==> src/rtl/plin_pkg.sv <==
// ----------------------------------------------------------------------------
// plin_pkg
// Shared types and codes for the piecewise linear interpolation table.
// ----------------------------------------------------------------------------
`default_nettype none

package plin_pkg;

  // Widest breakpoint count supported by the job word (a table of 2048 points).
  localparam int CNT_W = 11;

  // Action codes; bit 1 set selects a query.
  localparam logic [1:0] ACT_CLEAR = 2'd0;
  localparam logic [1:0] ACT_LOAD  = 2'd1;

  // Status codes.
  localparam logic [3:0] ST_CLEARED  = 4'd0;
  localparam logic [3:0] ST_STORED   = 4'd1;
  localparam logic [3:0] ST_NOT_INCR = 4'd2;
  localparam logic [3:0] ST_FULL     = 4'd3;
  localparam logic [3:0] ST_INTERP   = 4'd4;
  localparam logic [3:0] ST_FIRST    = 4'd5;
  localparam logic [3:0] ST_LAST     = 4'd6;
  localparam logic [3:0] ST_OUTSIDE  = 4'd7;
  localparam logic [3:0] ST_TOO_FEW  = 4'd8;

  typedef struct packed {
    logic [1:0]         action;
    logic signed [31:0] key;
    logic signed [31:0] point_value;
  } in_word_t;

  typedef struct packed {
    logic signed [31:0] result_value;
    logic               has_value;
    logic [3:0]         status;
  } out_word_t;

  // Work handed from the front end to the back end.
  typedef enum logic [1:0] {
    JOB_DONE   = 2'd0,
    JOB_LOAD   = 2'd1,
    JOB_INTERP = 2'd2
  } job_op_t;

  typedef struct packed {
    job_op_t            op;
    logic [CNT_W-1:0]   idx;    // write index for loads, last index for searches
    logic signed [31:0] key;
    logic signed [31:0] value;  // breakpoint value for loads
    out_word_t          res;    // finished word for loads and decided cases
  } job_t;

endpackage

`default_nettype wire

==> src/rtl/plin_front.sv <==
// ----------------------------------------------------------------------------
// plin_front
// Accepts input words, keeps the table bookkeeping (count, end points,
// tolerance) and classifies each word into a job for the back end.
// ----------------------------------------------------------------------------
`default_nettype none

module plin_front #(
  parameter int TABLE_DEPTH = 64
) (
  input  wire logic              clk,
  input  wire logic              rst_n,
  input  wire logic              cfg_we,
  input  wire logic [15:0]       cfg_data,
  input  wire logic              in_valid,
  output logic                   in_ready,
  input  wire plin_pkg::in_word_t in_data,
  output logic                   job_valid,
  input  wire logic              job_ready,
  output plin_pkg::job_t         job
);
  import plin_pkg::*;

  localparam int CW = $clog2(TABLE_DEPTH + 1);

  logic [CW-1:0]      count_r;
  logic [15:0]        tol_r;
  logic signed [31:0] fkey_r, fval_r, lkey_r, lval_r;

  logic signed [33:0] key34, tol34, lim34, d0, d1;
  logic               near0, near1, outside, full, not_incr, accept;

  // Wide compares against the stored end points.
  always_comb begin
    key34    = {{2{in_data.key[31]}}, in_data.key};
    tol34    = {18'd0, tol_r};
    lim34    = {{2{lkey_r[31]}}, lkey_r} + tol34;
    d0       = key34 - {{2{fkey_r[31]}}, fkey_r};
    d1       = key34 - {{2{lkey_r[31]}}, lkey_r};
    near0    = (d0 <= tol34) && (d0 >= -tol34);
    near1    = (d1 <= tol34) && (d1 >= -tol34);
    outside  = (in_data.key < fkey_r) || (in_data.key > lkey_r);
    full     = (count_r == CW'(TABLE_DEPTH));
    not_incr = (count_r != '0) && (key34 <= lim34);
  end

  assign in_ready  = job_ready;
  assign job_valid = in_valid;
  assign accept    = in_valid && job_ready;

  // Classification of the word into a job.
  always_comb begin
    job       = '0;
    job.op    = JOB_DONE;
    job.key   = in_data.key;
    job.value = in_data.point_value;
    job.idx   = CNT_W'(count_r);
    if (in_data.action[1]) begin
      if (count_r < CW'(2)) begin
        job.res.status = ST_TOO_FEW;
      end else if (near0) begin
        job.res = '{result_value: fval_r, has_value: 1'b1, status: ST_FIRST};
      end else if (near1) begin
        job.res = '{result_value: lval_r, has_value: 1'b1, status: ST_LAST};
      end else if (outside) begin
        job.res.status = ST_OUTSIDE;
      end else begin
        job.op  = JOB_INTERP;
        job.idx = CNT_W'(count_r - CW'(1));
        job.res.status = ST_INTERP;
      end
    end else if (in_data.action == ACT_LOAD) begin
      if (full) begin
        job.res.status = ST_FULL;
      end else if (not_incr) begin
        job.res.status = ST_NOT_INCR;
      end else begin
        job.op = JOB_LOAD;
        job.res.status = ST_STORED;
      end
    end else begin
      job.res.status = ST_CLEARED;
    end
  end

  // Count and tolerance.
  always_ff @(posedge clk) begin
    if (!rst_n) begin
      count_r <= '0;
      tol_r   <= '0;
    end else begin
      if (cfg_we) begin
        tol_r <= cfg_data;
      end
      if (accept && !in_data.action[1]) begin
        if (in_data.action == ACT_CLEAR) begin
          count_r <= '0;
        end else if (job.op == JOB_LOAD) begin
          count_r <= count_r + CW'(1);
        end
      end
    end
  end

  // End point copies for the fast checks.
  always_ff @(posedge clk) begin
    if (accept && job.op == JOB_LOAD) begin
      if (count_r == '0) begin
        fkey_r <= in_data.key;
        fval_r <= in_data.point_value;
      end
      lkey_r <= in_data.key;
      lval_r <= in_data.point_value;
    end
  end

endmodule

`default_nettype wire

==> config.mk <==
export PLATFORM = sky130hd
export DESIGN_NAME = plin_front
export DESIGN_NICKNAME = d
export VERILOG_FILES = /design/src/rtl/plin_pkg.sv /design/src/rtl/plin_front.sv
export SDC_FILE = /design/constraint.sdc
export NUM_CORES = 1
export LEC_CHECK = 0
export BUFFER_PORTS_ARGS = -buffer_cell sky130_fd_sc_hd__buf_4
export CAP_MARGIN = 20
export CORE_UTILIZATION = 41
export CTS_CLUSTER_DIAMETER = 150
export DETAILED_ROUTE_END_ITERATION = 16
export GPL_ROUTABILITY_DRIVEN = 0
export SYNTH_ARGS = -nofsm -noshare
export SYNTH_HDL_FRONTEND = slang
export SYNTH_SLANG_ARGS = --single-unit
==> constraint.sdc <==
create_clock -name clk -period 26.9 [get_ports clk]
set_input_delay 2.69 -clock clk [delete_from_list [all_inputs] [get_ports clk]]
set_output_delay 2.69 -clock clk [all_outputs]
set_load 0.05 [all_outputs]
==> impl_metrics.json <==
{
  "routed_vias": 12100,
  "gr-usage-all-layers_pct": 22.9,
  "fin_worst_skew_ns": 0.0134,
  "clock_insertion_delay_worst_skew_ns": 0.44,
  "fp-row-count": 68,
  "part_of_the_total_power_dissipated_in_sequential_elements_pct": 34.7,
  "drc": 0,
  "postCtsHoldBufs": 0,
  "worstPathBufferInverterCount": 4,
  "timing.critical_path.max_delay_family": "compound AO/OA/AOI/OAI gates",
  "critPathArrivalTime_ns": 8.75,
  "tmin_final_ns": 11.44,
  "outcome": "finished clean",
  "detail_route.first_pass.iterations": 7,
  "grt_first_pass_wirelength_um": 63800,
  "floorplan.core_area_um2": 34500,
  "tns_ns": 0,
  "ys_ff_latch": 151,
  "totalWireLength_um": 40900,
  "dpl.cell_count": 2117,
  "ys.flop_type": "edfxtp_1",
  "floorplan.initialDensity_pct": 41.6,
  "part_of_the_power_in_combinational_logic_pct": 32.7,
  "die_y_um": 189,
  "power.switching_mw": 0.266,
  "layout_common_cells": "217 x ha_1, 205 x buf_4, 128 x edfxtp_1",
  "max_slew.worst_pin.slew_ns": 1.15,
  "number_of_input_and_output_port_buffers_inserted": 198,
  "power_density_nw_per_um2": 46.5,
  "path_common_cell": "a21oi_1",
  "synth_sequential_area_ratio_pct": 30.0,
  "grt_start_max_net_pins": 48,
  "hold_violations_final": 0,
  "detailedPlacementHpwl_um": 33400,
  "drive_gt1_share_pct": 15.8,
  "timing.final.ws_setup_ns": 15.46,
  "share_clk_of_total_power_pct": 32.6,
  "layout_commonest_cell": "ha_1",
  "critPathSlowestCell": "or4b_4",
  "drt-vias-per-instance": 5.61,
  "cts.root.buffer_cell": "clkbuf_16",
  "slew_violations": 0,
  "setup_viol": 0,
  "antenna_cells": 0,
  "synth.yosys.warnings": 0,
  "drv_cap": 0,
  "timing.final.crit_share_pct": 42.5,
  "cellLeakagePower_nw": 7.28,
  "clkTransAtPathRegs_ns": 0.07,
  "cp_data_required_time_ns": 24.21,
  "power.total_mw": 0.762,
  "sw_frac_of_total_pct": 34.9,
  "drt_iter0_drc": 666,
  "numCtsBuffers": 17,
  "postRouteAntennaNets": 0,
  "worstSetupEndpointType": "output pin",
  "rsz0062_at_grt": "no",
  "number_of_standard_cells_in_the_final_layout_excluding_fillers": 2149,
  "fp.dieArea_um2": 35700,
  "cts_htree_levels": 4,
  "placement.setup.worst_slack_ns": 15.56,
  "p_int_mw": 0.495,
  "max_freq_mhz": 87.4,
  "synth_edf_count": 128,
  "postSynthAreaPerCell_um2": 9.20,
  "timing.max_slew.rel_slack_pct": 22.8,
  "design.final.nets": 1988,
  "post_synth_instance_area_um2": 14300,
  "setup.worst_path.class": "input pin to output pin",
  "classification_of_the_worst_slack_hold_path": "register to register",
  "fp.dieW_um": 189,
  "vdd_drop_max_v": 0.0000291,
  "cts.repair.resized": 0,
  "area_delta_synth_final_pct": 14.1,
  "crit_path_max_fanout": 8,
  "clock_tree_from_tritoncts": "yes",
  "ios": 203,
  "globalRoute.totalOverflow": 0,
  "cts_setup_buffers": 0,
  "timing.critical_path.from_type": "input pin",
  "cts-root-to-sink-buffers": 2,
  "antenna_found_initial": 0,
  "synth.lib_cells_used.distinct": 81,
  "routedWlPerCell_um": 19.0,
  "post_synth_inst_count": 1559,
  "final_util_pct": 47.5,
  "post_synth_arst_share_pct": 0,
  "grt_pass1_vias": 11600,
  "clock_sinks": 151,
  "worst_path_largest_cell_delay_ns": 0.54
}
## state kept, by name, summed over array words and instances, names as in the netlist
name     count
lkey_r      32
fval_r      32
lval_r      32
count_r      7
fkey_r      32
tol_r       16
## worst paths after layout
kind,cells after the start,endpoint,slack (ns),from
worst max-delay path,26,job[102],15.46,in_data[32]
worst min-delay path,2,tol_r[3],0.54,tol_r[3]
worst max register to register,25,count_r[6],20.00,tol_r[0]
worst min register to register,2,tol_r[3],0.54,tol_r[3]
## kinds of logic after synthesis
logic type	share of synthesized area, %
simple gates	15.1
compound gates	17.0
buf+inv	8.10
fa+ha+maj	19.3
flops	30.0
xor+xnor	6.53
mux	3.88
other cells	0.0261
## routing by layer
metal	global-route usage, %	share of wire, %	vias to the layer above
met5	0	0	-
met4	7.17	2.2	0
met3	3.73	6.3	54
met2	38.0	46	415
met1	30.4	46	5700
li1	-	-	5892
## worst min-delay path: cells and delay by family, from the launching register on
family / cells / cell delay, ns
muxes: 1 / 0.12
and+or+nand+nor: 1 / 0.05
DFF: 1 / 0.33
## power by group through the flow
stage	sequential (mW)	combinational (mW)	clock [mW]
after floorplan	0.268	0.183	0
after global placement	0.269	0.243	0
after detailed placement	0.269	0.246	0
after CTS	0.264	0.247	0.254
after global routing	0.265	0.275	0.261
final	0.264	0.249	0.248
## layout make-up
type	instances	area (um^2)
fill	3244	18100
multi-input combinational	1183	8910
sequential	151	4300
timing repair buffer	205	1540
tap	455	569
inverter	123	462
clock buffer	18	429
clock inverter	14	161
## cells in the mapped netlist (all sizes together), types with 3 or more instances
master	count	area [um^2]
a221o	4	40.0
and2	8	50.1
o211ai	11	87.6
fa	3	60.1
a221oi	7	67.6
nor2b	22	138
or4	3	22.5
o22ai	6	37.5
nand3	23	115
a2111oi	3	45.1
xnor2	74	648
a211oi	20	150
ha	217	2720
mux2i	50	500
clkbuf	20	75.1
o21a	16	120
nand2	93	352
nor3b	5	53.8
buf	85	626
nand3b	4	30.0
a31oi	15	130
nand4	45	282
nand2b	18	113
and3	5	31.3
a21o	61	458
a21oi	100	504
or2	8	50.1
xor2	33	289
o21ai	77	385
nor4	19	125
or3	8	50.1
edfxtp	128	3840
o41ai	7	98.8
a21boi	4	30.0
nor2	127	477
dfxtp	23	460
o31ai	6	45.0
and4	5	43.8
o21bai	3	22.5
inv	123	462
a21bo	3	30.0
mux2	5	56.3
a31o	3	26.3
nor3	34	170
## through the flow
step | cell area (um^2) | hold WS [ns]
after global placement | 15800 | 0.544
after floorplan | 14400 | 0.497
final | 16400 | 0.544
after CTS | 16400 | 0.549
after detailed placement | 15800 | 0.543
after global routing | 16400 | 0.594
Power figures use the tool's default switching activity.
