### config.mk
export PLATFORM = sky130hd
export DESIGN_NAME = plin_fifo
export DESIGN_NICKNAME = d
export VERILOG_FILES = /design/src/rtl/plin_pkg.sv /design/src/rtl/plin_fifo.sv
export SDC_FILE = /design/constraint.sdc
export NUM_CORES = 1
export LEC_CHECK = 0
export ABC_AREA = 1
export CORE_ASPECT_RATIO = 0.9
export CORE_MARGIN = 5
export CORE_UTILIZATION = 28
export CTS_CLUSTER_DIAMETER = 80
export DETAILED_ROUTE_END_ITERATION = 16
export DONT_BUFFER_PORTS = 1
export SLEW_MARGIN = 5
export SYNTH_ARGS = -nofsm -noshare
export SYNTH_HDL_FRONTEND = slang
export SYNTH_SLANG_ARGS = --single-unit
### constraint.sdc
create_clock -name clk -period 7.6 [get_ports clk]
set_input_delay 1.52 -clock clk [delete_from_list [all_inputs] [get_ports clk]]
set_output_delay 1.52 -clock clk [all_outputs]
set_load 0.02 [all_outputs]
### src/rtl/plin_pkg.sv
// ----------------------------------------------------------------------------
// plin_pkg
// Shared types and codes for the piecewise linear interpolation table.
// ----------------------------------------------------------------------------
`default_nettype none

package plin_pkg;

  // Widest breakpoint count supported by the job word (a table of 2048 points).
  localparam int CNT_W = 11;

  // Action codes; bit 1 set selects a query.
  localparam logic [1:0] ACT_CLEAR = 2'd0;
  localparam logic [1:0] ACT_LOAD  = 2'd1;

  // Status codes.
  localparam logic [3:0] ST_CLEARED  = 4'd0;
  localparam logic [3:0] ST_STORED   = 4'd1;
  localparam logic [3:0] ST_NOT_INCR = 4'd2;
  localparam logic [3:0] ST_FULL     = 4'd3;
  localparam logic [3:0] ST_INTERP   = 4'd4;
  localparam logic [3:0] ST_FIRST    = 4'd5;
  localparam logic [3:0] ST_LAST     = 4'd6;
  localparam logic [3:0] ST_OUTSIDE  = 4'd7;
  localparam logic [3:0] ST_TOO_FEW  = 4'd8;

  typedef struct packed {
    logic [1:0]         action;
    logic signed [31:0] key;
    logic signed [31:0] point_value;
  } in_word_t;

  typedef struct packed {
    logic signed [31:0] result_value;
    logic               has_value;
    logic [3:0]         status;
  } out_word_t;

  // Work handed from the front end to the back end.
  typedef enum logic [1:0] {
    JOB_DONE   = 2'd0,
    JOB_LOAD   = 2'd1,
    JOB_INTERP = 2'd2
  } job_op_t;

  typedef struct packed {
    job_op_t            op;
    logic [CNT_W-1:0]   idx;    // write index for loads, last index for searches
    logic signed [31:0] key;
    logic signed [31:0] value;  // breakpoint value for loads
    out_word_t          res;    // finished word for loads and decided cases
  } job_t;

endpackage

`default_nettype wire

### src/rtl/plin_fifo.sv
// ----------------------------------------------------------------------------
// plin_fifo
// Two-entry job queue between the front end and the back end.
// ----------------------------------------------------------------------------
`default_nettype none

module plin_fifo (
  input  wire logic           clk,
  input  wire logic           rst_n,
  input  wire logic           push_valid,
  output logic                push_ready,
  input  wire plin_pkg::job_t push_data,
  output logic                pop_valid,
  input  wire logic           pop_ready,
  output plin_pkg::job_t      pop_data
);
  import plin_pkg::*;

  job_t       mem_r [2];
  logic       wr_ptr_r, rd_ptr_r;
  logic [1:0] fill_r;
  logic       do_push, do_pop;

  assign push_ready = (fill_r != 2'd2);
  assign pop_valid  = (fill_r != 2'd0);
  assign pop_data   = mem_r[rd_ptr_r];
  assign do_push    = push_valid && push_ready;
  assign do_pop     = pop_valid && pop_ready;

  // Pointers and fill level.
  always_ff @(posedge clk) begin
    if (!rst_n) begin
      wr_ptr_r <= 1'b0;
      rd_ptr_r <= 1'b0;
      fill_r   <= 2'd0;
    end else begin
      if (do_push) wr_ptr_r <= ~wr_ptr_r;
      if (do_pop)  rd_ptr_r <= ~rd_ptr_r;
      if (do_push && !do_pop) fill_r <= fill_r + 2'd1;
      else if (do_pop && !do_push) fill_r <= fill_r - 2'd1;
    end
  end

  // Storage.
  always_ff @(posedge clk) begin
    if (do_push) begin
      mem_r[wr_ptr_r] <= push_data;
    end
  end

endmodule

`default_nettype wire

==> flow_summary.ini, run 1 <==
[layout]
final_common_cell = edfxtp_1
drive_gt1_share_pct = 37.8
nNetsFinal = 531
nFillCells = 2943
regArea_sq_mm = 0.00695
diodes = 0
layout_common_cells = edfxtp_1, mux2_4, mux2_2
fin_cells = 840
area_growth_pct = 15.1
multi_input_area_sq_mm = 0.00163
stdcell_area_sq_mm = 0.0100

[worst_setup_path]
cp_slowest_stage_delay_ns = 0.91
reg2reg_to = mem_r[0][87]
crit_required_ns = 6.08
endpoint_kind = output port
path_cells = buf_4 -> mux2_2
crit_path_start_kind = flop
r2r-start = fill_r[0]
cp_slowest_cell = buf_4
rr_worst_depth = 6
endpoint = pop_data[15]
arrival_ns = 2.92
r2r_slack_ns = 4.73
crit_fanout = 59
path_class = reg2out

[clock_tree]
htreeDepth = 1
insertion_delay_ns = 0.52
numCtsBuffers = 26
cts_root_buffer = clkbuf_16
clk_transition_reported_paths_ns = 0.06
postCtsHoldBufs = 0
ctsResizeCount = 0
cts_sinks = 233
cts_buffer_depth = 3
cts_tree = built
postCtsSetupBuffers = 0

[routing]
postRouteWirelength_mm = 16.4
vias = 3541
antenna_left = 0
drtIter0Drc = 165
dr.pass1.iters = 4
via_per_inst = 4.22
wire_per_inst_um = 19.6
remaining_drc_errors = 0

[timing]
clock.fmax_mhz = 225
timing.hold.ws_ns = 0.507
worst_pin_slew_ns = 1.03
finalCritPeriodShare_pct = 58.4
rsz0062_at_grt = false
fin_setup_tns_ns = 0
setup_viol = 0
fin_skew_ns = 0.0144
slew_viol_final = 0
finalHoldViolCount = 0
slew_headroom_pct = 31.0
final.min_clock_period_ns = 4.44

[hold_path]
hold_path_depth = 2
hold_path.class = reg2reg

[synth]
syn_nets = 511
syn_area_sq_mm = 0.00871
synth.top_cell.area_share_pct = 78.6
syn_avg_cell_area_sq_um = 22.2
synth-seq-cells = 233
synth.area.top_cells = edfxtp_1, mux2_4, mux2_2
synth_top_area_cell = edfxtp_1
syn_inst = 392
yosys_warnings = 0
synth-seq-area-share_pct = 79.7
synth_cell_types = 16

[power_and_ir_drop]
power_density_mw_per_mm2 = 370
power_w = 0.00371
worst_ir_drop_vdd_mv = 0.173
p_leak_nw = 3.34

[global_route]
overflow = 0
grt_max_degree = 69
grt_pass1_vias = 3920
grt.total_usage_pct = 9.01
grt_pass1_wl_mm = 24.1
antenna_found_initial = 0

[die]
fp-row-count = 61
die_width_um = 196
pin_count = 234
die_h_um = 177
initial_utilization_pct = 28.3
placeableCoreArea_sq_mm = 0.0308
die_area_sq_mm = 0.0348

[placed_design]
gp_congestion = 0.672
place_area_sq_mm = 0.00916
hpwlAfterDp_mm = 11.0
portBuffers = 0
dp_cells = 793

[flow_run]
cap_violations = 0

[run_status]
status = complete, no violations
[final cells by class]
class                      count  share of cell area (%)
inverter                       8                   0.299
clock inverter                19                    1.90
clock buffer                  28                    6.77
timing repair buffer           5                   0.374
tap                          409                    5.10
sequential                   233                    69.3
multi-input combinational    138                    16.3
[worst max-delay path: cells and delay by family, from the launching register on]
family                 cells  cell delay (ns)
multiplexers               1             0.49
buffers and inverters      1             0.91
flip-flops                 1             0.89
[where the power goes]
part           leakage, nW  internal, W  switching [W]
clock network        0.425     0.000751       0.000491
logic                0.746     0.000268       0.000494
registers             2.17      0.00163      0.0000762
total                 3.34      0.00265        0.00106
[cell families after synthesis]
group,Yosys count,share of synthesized area [%]
AND/OR/NAND/NOR,19,0.861
adder cells (fa/ha/maj),1,0.144
flip-flops,233,79.7
multiplexers,114,17.3
buffers and inverters,21,1.71
AO/OA/AOI/OAI,4,0.258
[how the worst min path moves through the flow]
stage | start | endpoint | slack [ns]
floorplan | rd_ptr_r | flop | 0.47
global placement | rd_ptr_r | rd_ptr_r | 0.48
detailed placement | rd_ptr_r | flop | 0.50
CTS | rd_ptr_r | flop | 0.52
global route | rd_ptr_r | flop | 0.54
finish | rd_ptr_r | flop | 0.51
[state kept, by name, summed over array words and instances, names as in the netlist, named ones only]
signal / cells
fill_r: 2
mem_r: 228
rd_ptr_r: 1
wr_ptr_r: 1
[through the flow]
step	utilization, %	setup WS [ns]
after global placement	29.7	3.71
after CTS	32.5	3.07
after global routing	32.5	2.98
after floorplan	-	0.653
final	32.5	3.16
after detailed placement	29.7	3.64
[cells in the mapped netlist]
library cell and instances:
mux2_2 54, inv_1 8, buf_2 5, a21oi_1 1
nand2_1 9, buf_6 7, o21ai_0 2, o21a_1 1
dfxtp_1 5, nand4_1 1, nor2_1 8, buf_8 1
ha_1 1, nand3_1 1, edfxtp_1 228, mux2_4 60
[metal layers]
metal / global-route usage (%) / vias to the layer above / part of all wire, %
met2: 14.9 / 171 / 48
met4: 2.88 / 0 / 3.0
met5: 0 / - / 0
met3: 5.75 / 31 / 14
met1: 9.49 / 1761 / 35
li1: - / 1578 / -
Note: power is estimated with default switching activity, not from simulation.
==> run 2: changes to the inputs <==
- clock period: 7.6 -> 4.4 ns (I/O delays scaled with it)
==> flow_summary.ini, run 2 (same netlist as run 1, synthesis figures left out) <==
[layout]
drive_gt1_share_pct = 37.8
stdcell_area_sq_mm = 0.00996
layout_common_cells = edfxtp_1, mux2_4, mux2_2
reg_top3 = mem_r: 228 flops, fill_r: 2 flops
regArea_sq_mm = 0.00695
multi_input_area_sq_mm = 0.00163
nFillCells = 2943
top_register = mem_r
diodes = 0
final_util_pct = 32.3
largest_reg_flops = 228
final_common_cell = edfxtp_1
nNetsFinal = 530
area_growth_pct = 14.3

[flow_run]
cap_violations = 0

[run_status]
status = complete, no violations

[die]
pin_count = 234
die_h_um = 177
fp-row-count = 61
placeableCoreArea_sq_mm = 0.0308
initial_utilization_pct = 28.3
die_area_sq_mm = 0.0348
die_width_um = 196

[timing]
setup_viol = 0
slew_viol_final = 0
final.min_clock_period_ns = 3.04
timing.hold.ws_ns = 0.463
fin_skew_ns = 0.00506
finalCritPeriodShare_pct = 69.1
clock.fmax_mhz = 329
fin_setup_tns_ns = 0
rsz0062_at_grt = false
finalHoldViolCount = 0
worst_pin_slew_ns = 1.04
slew_headroom_pct = 30.4

[worst_setup_path]
r2r-start = fill_r[0]
endpoint_kind = output port
path_cells = buf_4 -> mux2_2
path_class = reg2out
arrival_ns = 2.16
cp_slowest_cell = buf_4
crit_path_start_kind = flop
cp_slowest_stage_delay_ns = 0.71
crit_fanout = 61
crit_required_ns = 3.52

[clock_tree]
cts_tree = built
insertion_delay_ns = 0.51
postCtsSetupBuffers = 0
numCtsBuffers = 24
clk_transition_reported_paths_ns = 0.06
cts_root_buffer = clkbuf_16
postCtsHoldBufs = 0
ctsResizeCount = 0
cts_sinks = 233
cts_buffer_depth = 3
htreeDepth = 1

[power_and_ir_drop]
p_leak_nw = 3.31
p_int_w = 0.00444
worst_ir_drop_vdd_mv = 0.267
pwr-share-comb_pct = 22.1
sequentialPowerShare_pct = 46.5
p_sw_w = 0.00177
p_sw_share_pct = 28.5
clock_power_share_pct = 31.4
power_density_mw_per_mm2 = 623

[routing]
wire_per_inst_um = 19.2
postRouteWirelength_mm = 16.1
wl_met1_mm = 5.32
antenna_left = 0
drtIter0Drc = 105
topRoutingLayerUsed = met4
vias = 3509
via_per_inst = 4.19
wl_met3_mm = 2.56
wl_met2_mm = 7.84
remaining_drc_errors = 0
dr.pass1.iters = 4

[hold_path]
hold_path.class = in2reg
hp-start = push_data[98]

[placed_design]
hpwlAfterDp_mm = 11.3
portBuffers = 0
place_area_sq_mm = 0.00918
gp_congestion = 0.681

[global_route]
antenna_found_initial = 0
grt_pass1_wl_mm = 23.8
overflow = 0
grt.total_usage_pct = 8.90
grt_max_degree = 66
grt_pass1_vias = 3871
==> run 2: changes by cell type in the layout (fill, tap and decap cells not counted) <==
cell,before,now
clkinv_8,1,0
inv_8,1,0
buf_12,0,1
bufinv_16,3,2
clkbuf_1,1,4
inv_6,1,2
clkinv_1,5,1
clkinv_2,6,8
clkbuf_16,27,25
==> run 2: cell type report <==
cell class / count / share of cell area, %
clock inverters: 15 / 1.37
flip-flops and latches: 233 / 69.8
clock buffers: 29 / 6.43
well taps: 409 / 5.14
inverters: 8 / 0.301
repair buffers: 6 / 0.578
multi-input cells: 138 / 16.4
==> run 2: final timing paths <==
path	slack, ns	cells after the start	end
hold reg to reg	0.54	2	wr_ptr_r
hold / removal	0.46	0	mem_r[0][98]
setup reg to reg	2.23	5	mem_r[0][82]
setup / recovery	1.36	2	pop_data[106]
==> run 2: stage by stage <==
| stage | setup WS, ns | std cells | total power, W |
|---|---|---|---|
| global route | 1.24 | 838 | 0.00651 |
| detailed placement | 1.85 | 794 | 0.00435 |
| global placement | 1.88 | 794 | 0.00431 |
| CTS | 1.28 | 838 | 0.00634 |
| floorplan | -1.91 | 392 | 0.00418 |
| finish | 1.36 | 838 | 0.00621 |
==> run 2: worst max-delay path: cells and delay by family, from the launching register on <==
kind,cells,cell delay [ns]
buffers and inverters,1,0.71
multiplexers,1,0.48
flip-flops,1,0.34
==> run 2: power groups by stage <==
stage	Sequential (W)	Clock, W	Combinational (W)
after floorplan	0.00296	0	0.00121
after global placement	0.00292	0	0.00139
after detailed placement	0.00294	0	0.00142
after CTS	0.00289	0.00203	0.00142
after global routing	0.00292	0.00213	0.00147
final	0.00289	0.00195	0.00137
==> run 2: layer usage <==
metal	vias up	track usage (%)
met3	26	6.28
li1	1573	-
met4	0	2.36
met5	-	0
met1	1730	8.98
met2	180	14.9
==> run 3: changes to the inputs <==
- clock period: 4.4 -> 2.55 ns (I/O delays scaled with it)
==> flow_summary.ini, run 3 (same netlist as run 1, synthesis figures left out) <==
[run_status]
status = complete, no violations

[routing]
antenna_left = 0
postRouteWirelength_mm = 16.3
wire_per_inst_um = 19.4
remaining_drc_errors = 0
dr.pass1.iters = 4
drtIter0Drc = 160
vias = 3508
via_per_inst = 4.19

[die]
die_h_um = 177
pin_count = 234
initial_utilization_pct = 28.3
placeableCoreArea_sq_mm = 0.0308
die_width_um = 196
die_area_sq_mm = 0.0348
fp-row-count = 61

[timing]
final.min_clock_period_ns = 2.29
timing.hold.ws_ns = 0.0983
worst_pin_slew_ns = 0.619
clock.fmax_mhz = 437
setup_viol = 0
finalHoldViolCount = 0
fin_skew_ns = 0.0104
finalCritPeriodShare_pct = 89.7
slew_viol_final = 0
rsz0062_at_grt = false
slew_headroom_pct = 58.8

[global_route]
grt_pass1_wl_mm = 23.6
grt_max_degree = 70
antenna_found_initial = 0
overflow = 0
grt.total_usage_pct = 8.79
grt_pass1_vias = 3694

[worst_setup_path]
arrival_ns = 1.78
reg2reg_to = mem_r[0][8]
cp_slowest_stage_delay_ns = 0.47
path_class = reg2out
r2r-start = fill_r[0]
endpoint_kind = output port
crit_fanout = 60
rr_worst_depth = 5
r2r_slack_ns = 0.87
path_cells = buf_12 -> mux2_2
crit_required_ns = 2.04
crit_path_start_kind = flop
critical_path.top_delay_family = multiplexers
cp_slowest_cell = mux2_2
path_buf_inv = 1

[flow_run]
cap_violations = 0

[layout]
reg_top3 = mem_r: 228 flops, fill_r: 2 flops
area_growth_pct = 14.9
diodes = 0
nNetsFinal = 531
top_register = mem_r
stdcell_area_sq_mm = 0.0100
largest_reg_flops = 228
layout_common_cells = edfxtp_1, mux2_4, mux2_2
final_common_cell = edfxtp_1
nFillCells = 2928
drive_gt1_share_pct = 37.3

[hold_path]
hold_end = mem_r[1][7]
hp-start = push_data[7]
hold_path.class = in2reg
hold_path_depth = 0

[clock_tree]
cts_tree = built
clk_transition_reported_paths_ns = 0.06
postCtsSetupBuffers = 0
cts_sinks = 233
htreeDepth = 1
numCtsBuffers = 25
ctsResizeCount = 0
cts_buffer_depth = 3
cts_root_buffer = clkbuf_16
insertion_delay_ns = 0.50
postCtsHoldBufs = 0

[placed_design]
hpwlAfterDp_mm = 11.2
gp_congestion = 0.663
place_area_sq_mm = 0.00925
portBuffers = 0

[power_and_ir_drop]
worst_ir_drop_vdd_mv = 0.509
power_density_mw_per_mm2 = 1070
power_w = 0.0108
p_leak_nw = 3.31
## run 3: changes by cell type in the layout (fill, tap and decap cells not counted), sizes merged
cell	previous run	this run
clkbuf	29	28
clkinv	9	13
inv	10	8
clkinvlp	2	1
## run 3: worst register-to-register path, cell delays in order (launching register included)
cell,delay (ns)
dfxtp_2,0.34
inv_2,0.07
nand2_4,0.13
nand2_8,0.08
nor2_4,0.13
buf_4,0.51
## run 3: stage by stage
stage	worst slack, ns	setup TNS [ns]	cells	utilization (%)
6_report	0.263	0	838	32.5
5_1_grt	0.185	0	838	32.5
4_1_cts	0.239	0	838	32.5
3_5_place_dp	0.800	0	794	30.0
3_3_place_gp	0.808	0	794	30.0
2_1_floorplan	-0.130	-27.42	392	-
## run 3: final cells by class
| type | count | area [sq um] | area share [%] |
|---|---|---|---|
| Clock buffer | 28 | 637 | 6.36 |
| Clock inverter | 16 | 130 | 1.30 |
| Inverter | 8 | 30.0 | 0.300 |
| Multi-Input combinational cell | 138 | 1660 | 16.6 |
| Sequential cell | 233 | 6950 | 69.4 |
| Tap cell | 409 | 512 | 5.11 |
| Timing Repair Buffer | 6 | 95.1 | 0.950 |
## run 3: power by group
part	internal, W	switching (W)	total, W
sequential	0.00485	0.000135	0.00498
combinational	0.000848	0.00158	0.00243
clock	0.00199	0.00136	0.00334
total	0.00768	0.00307	0.0108
## run 3: how the worst max path moves through the flow
stage                          from       endpoint  depth (start not counted)  slack (ns)
after CTS                      flop  pop_data[107]                          2        0.24
after global routing           flop   pop_data[38]                          2        0.19
final                          flop   pop_data[38]                          2        0.26
after floorplan           fill_r[0]    mem_r[0][0]                          4       -0.13
after detailed placement       flop  pop_data[107]                          2        0.80
after global placement         flop  pop_data[107]                          2        0.81
## run 3: metal layers
layer	track usage, %	vias to the layer above	wire (um)
met2	14.7	161	8040
met3	4.71	28	2020
met1	9.77	1745	5750
met4	2.62	0	476
met5	0.142	-	0
li1	-	1574	-
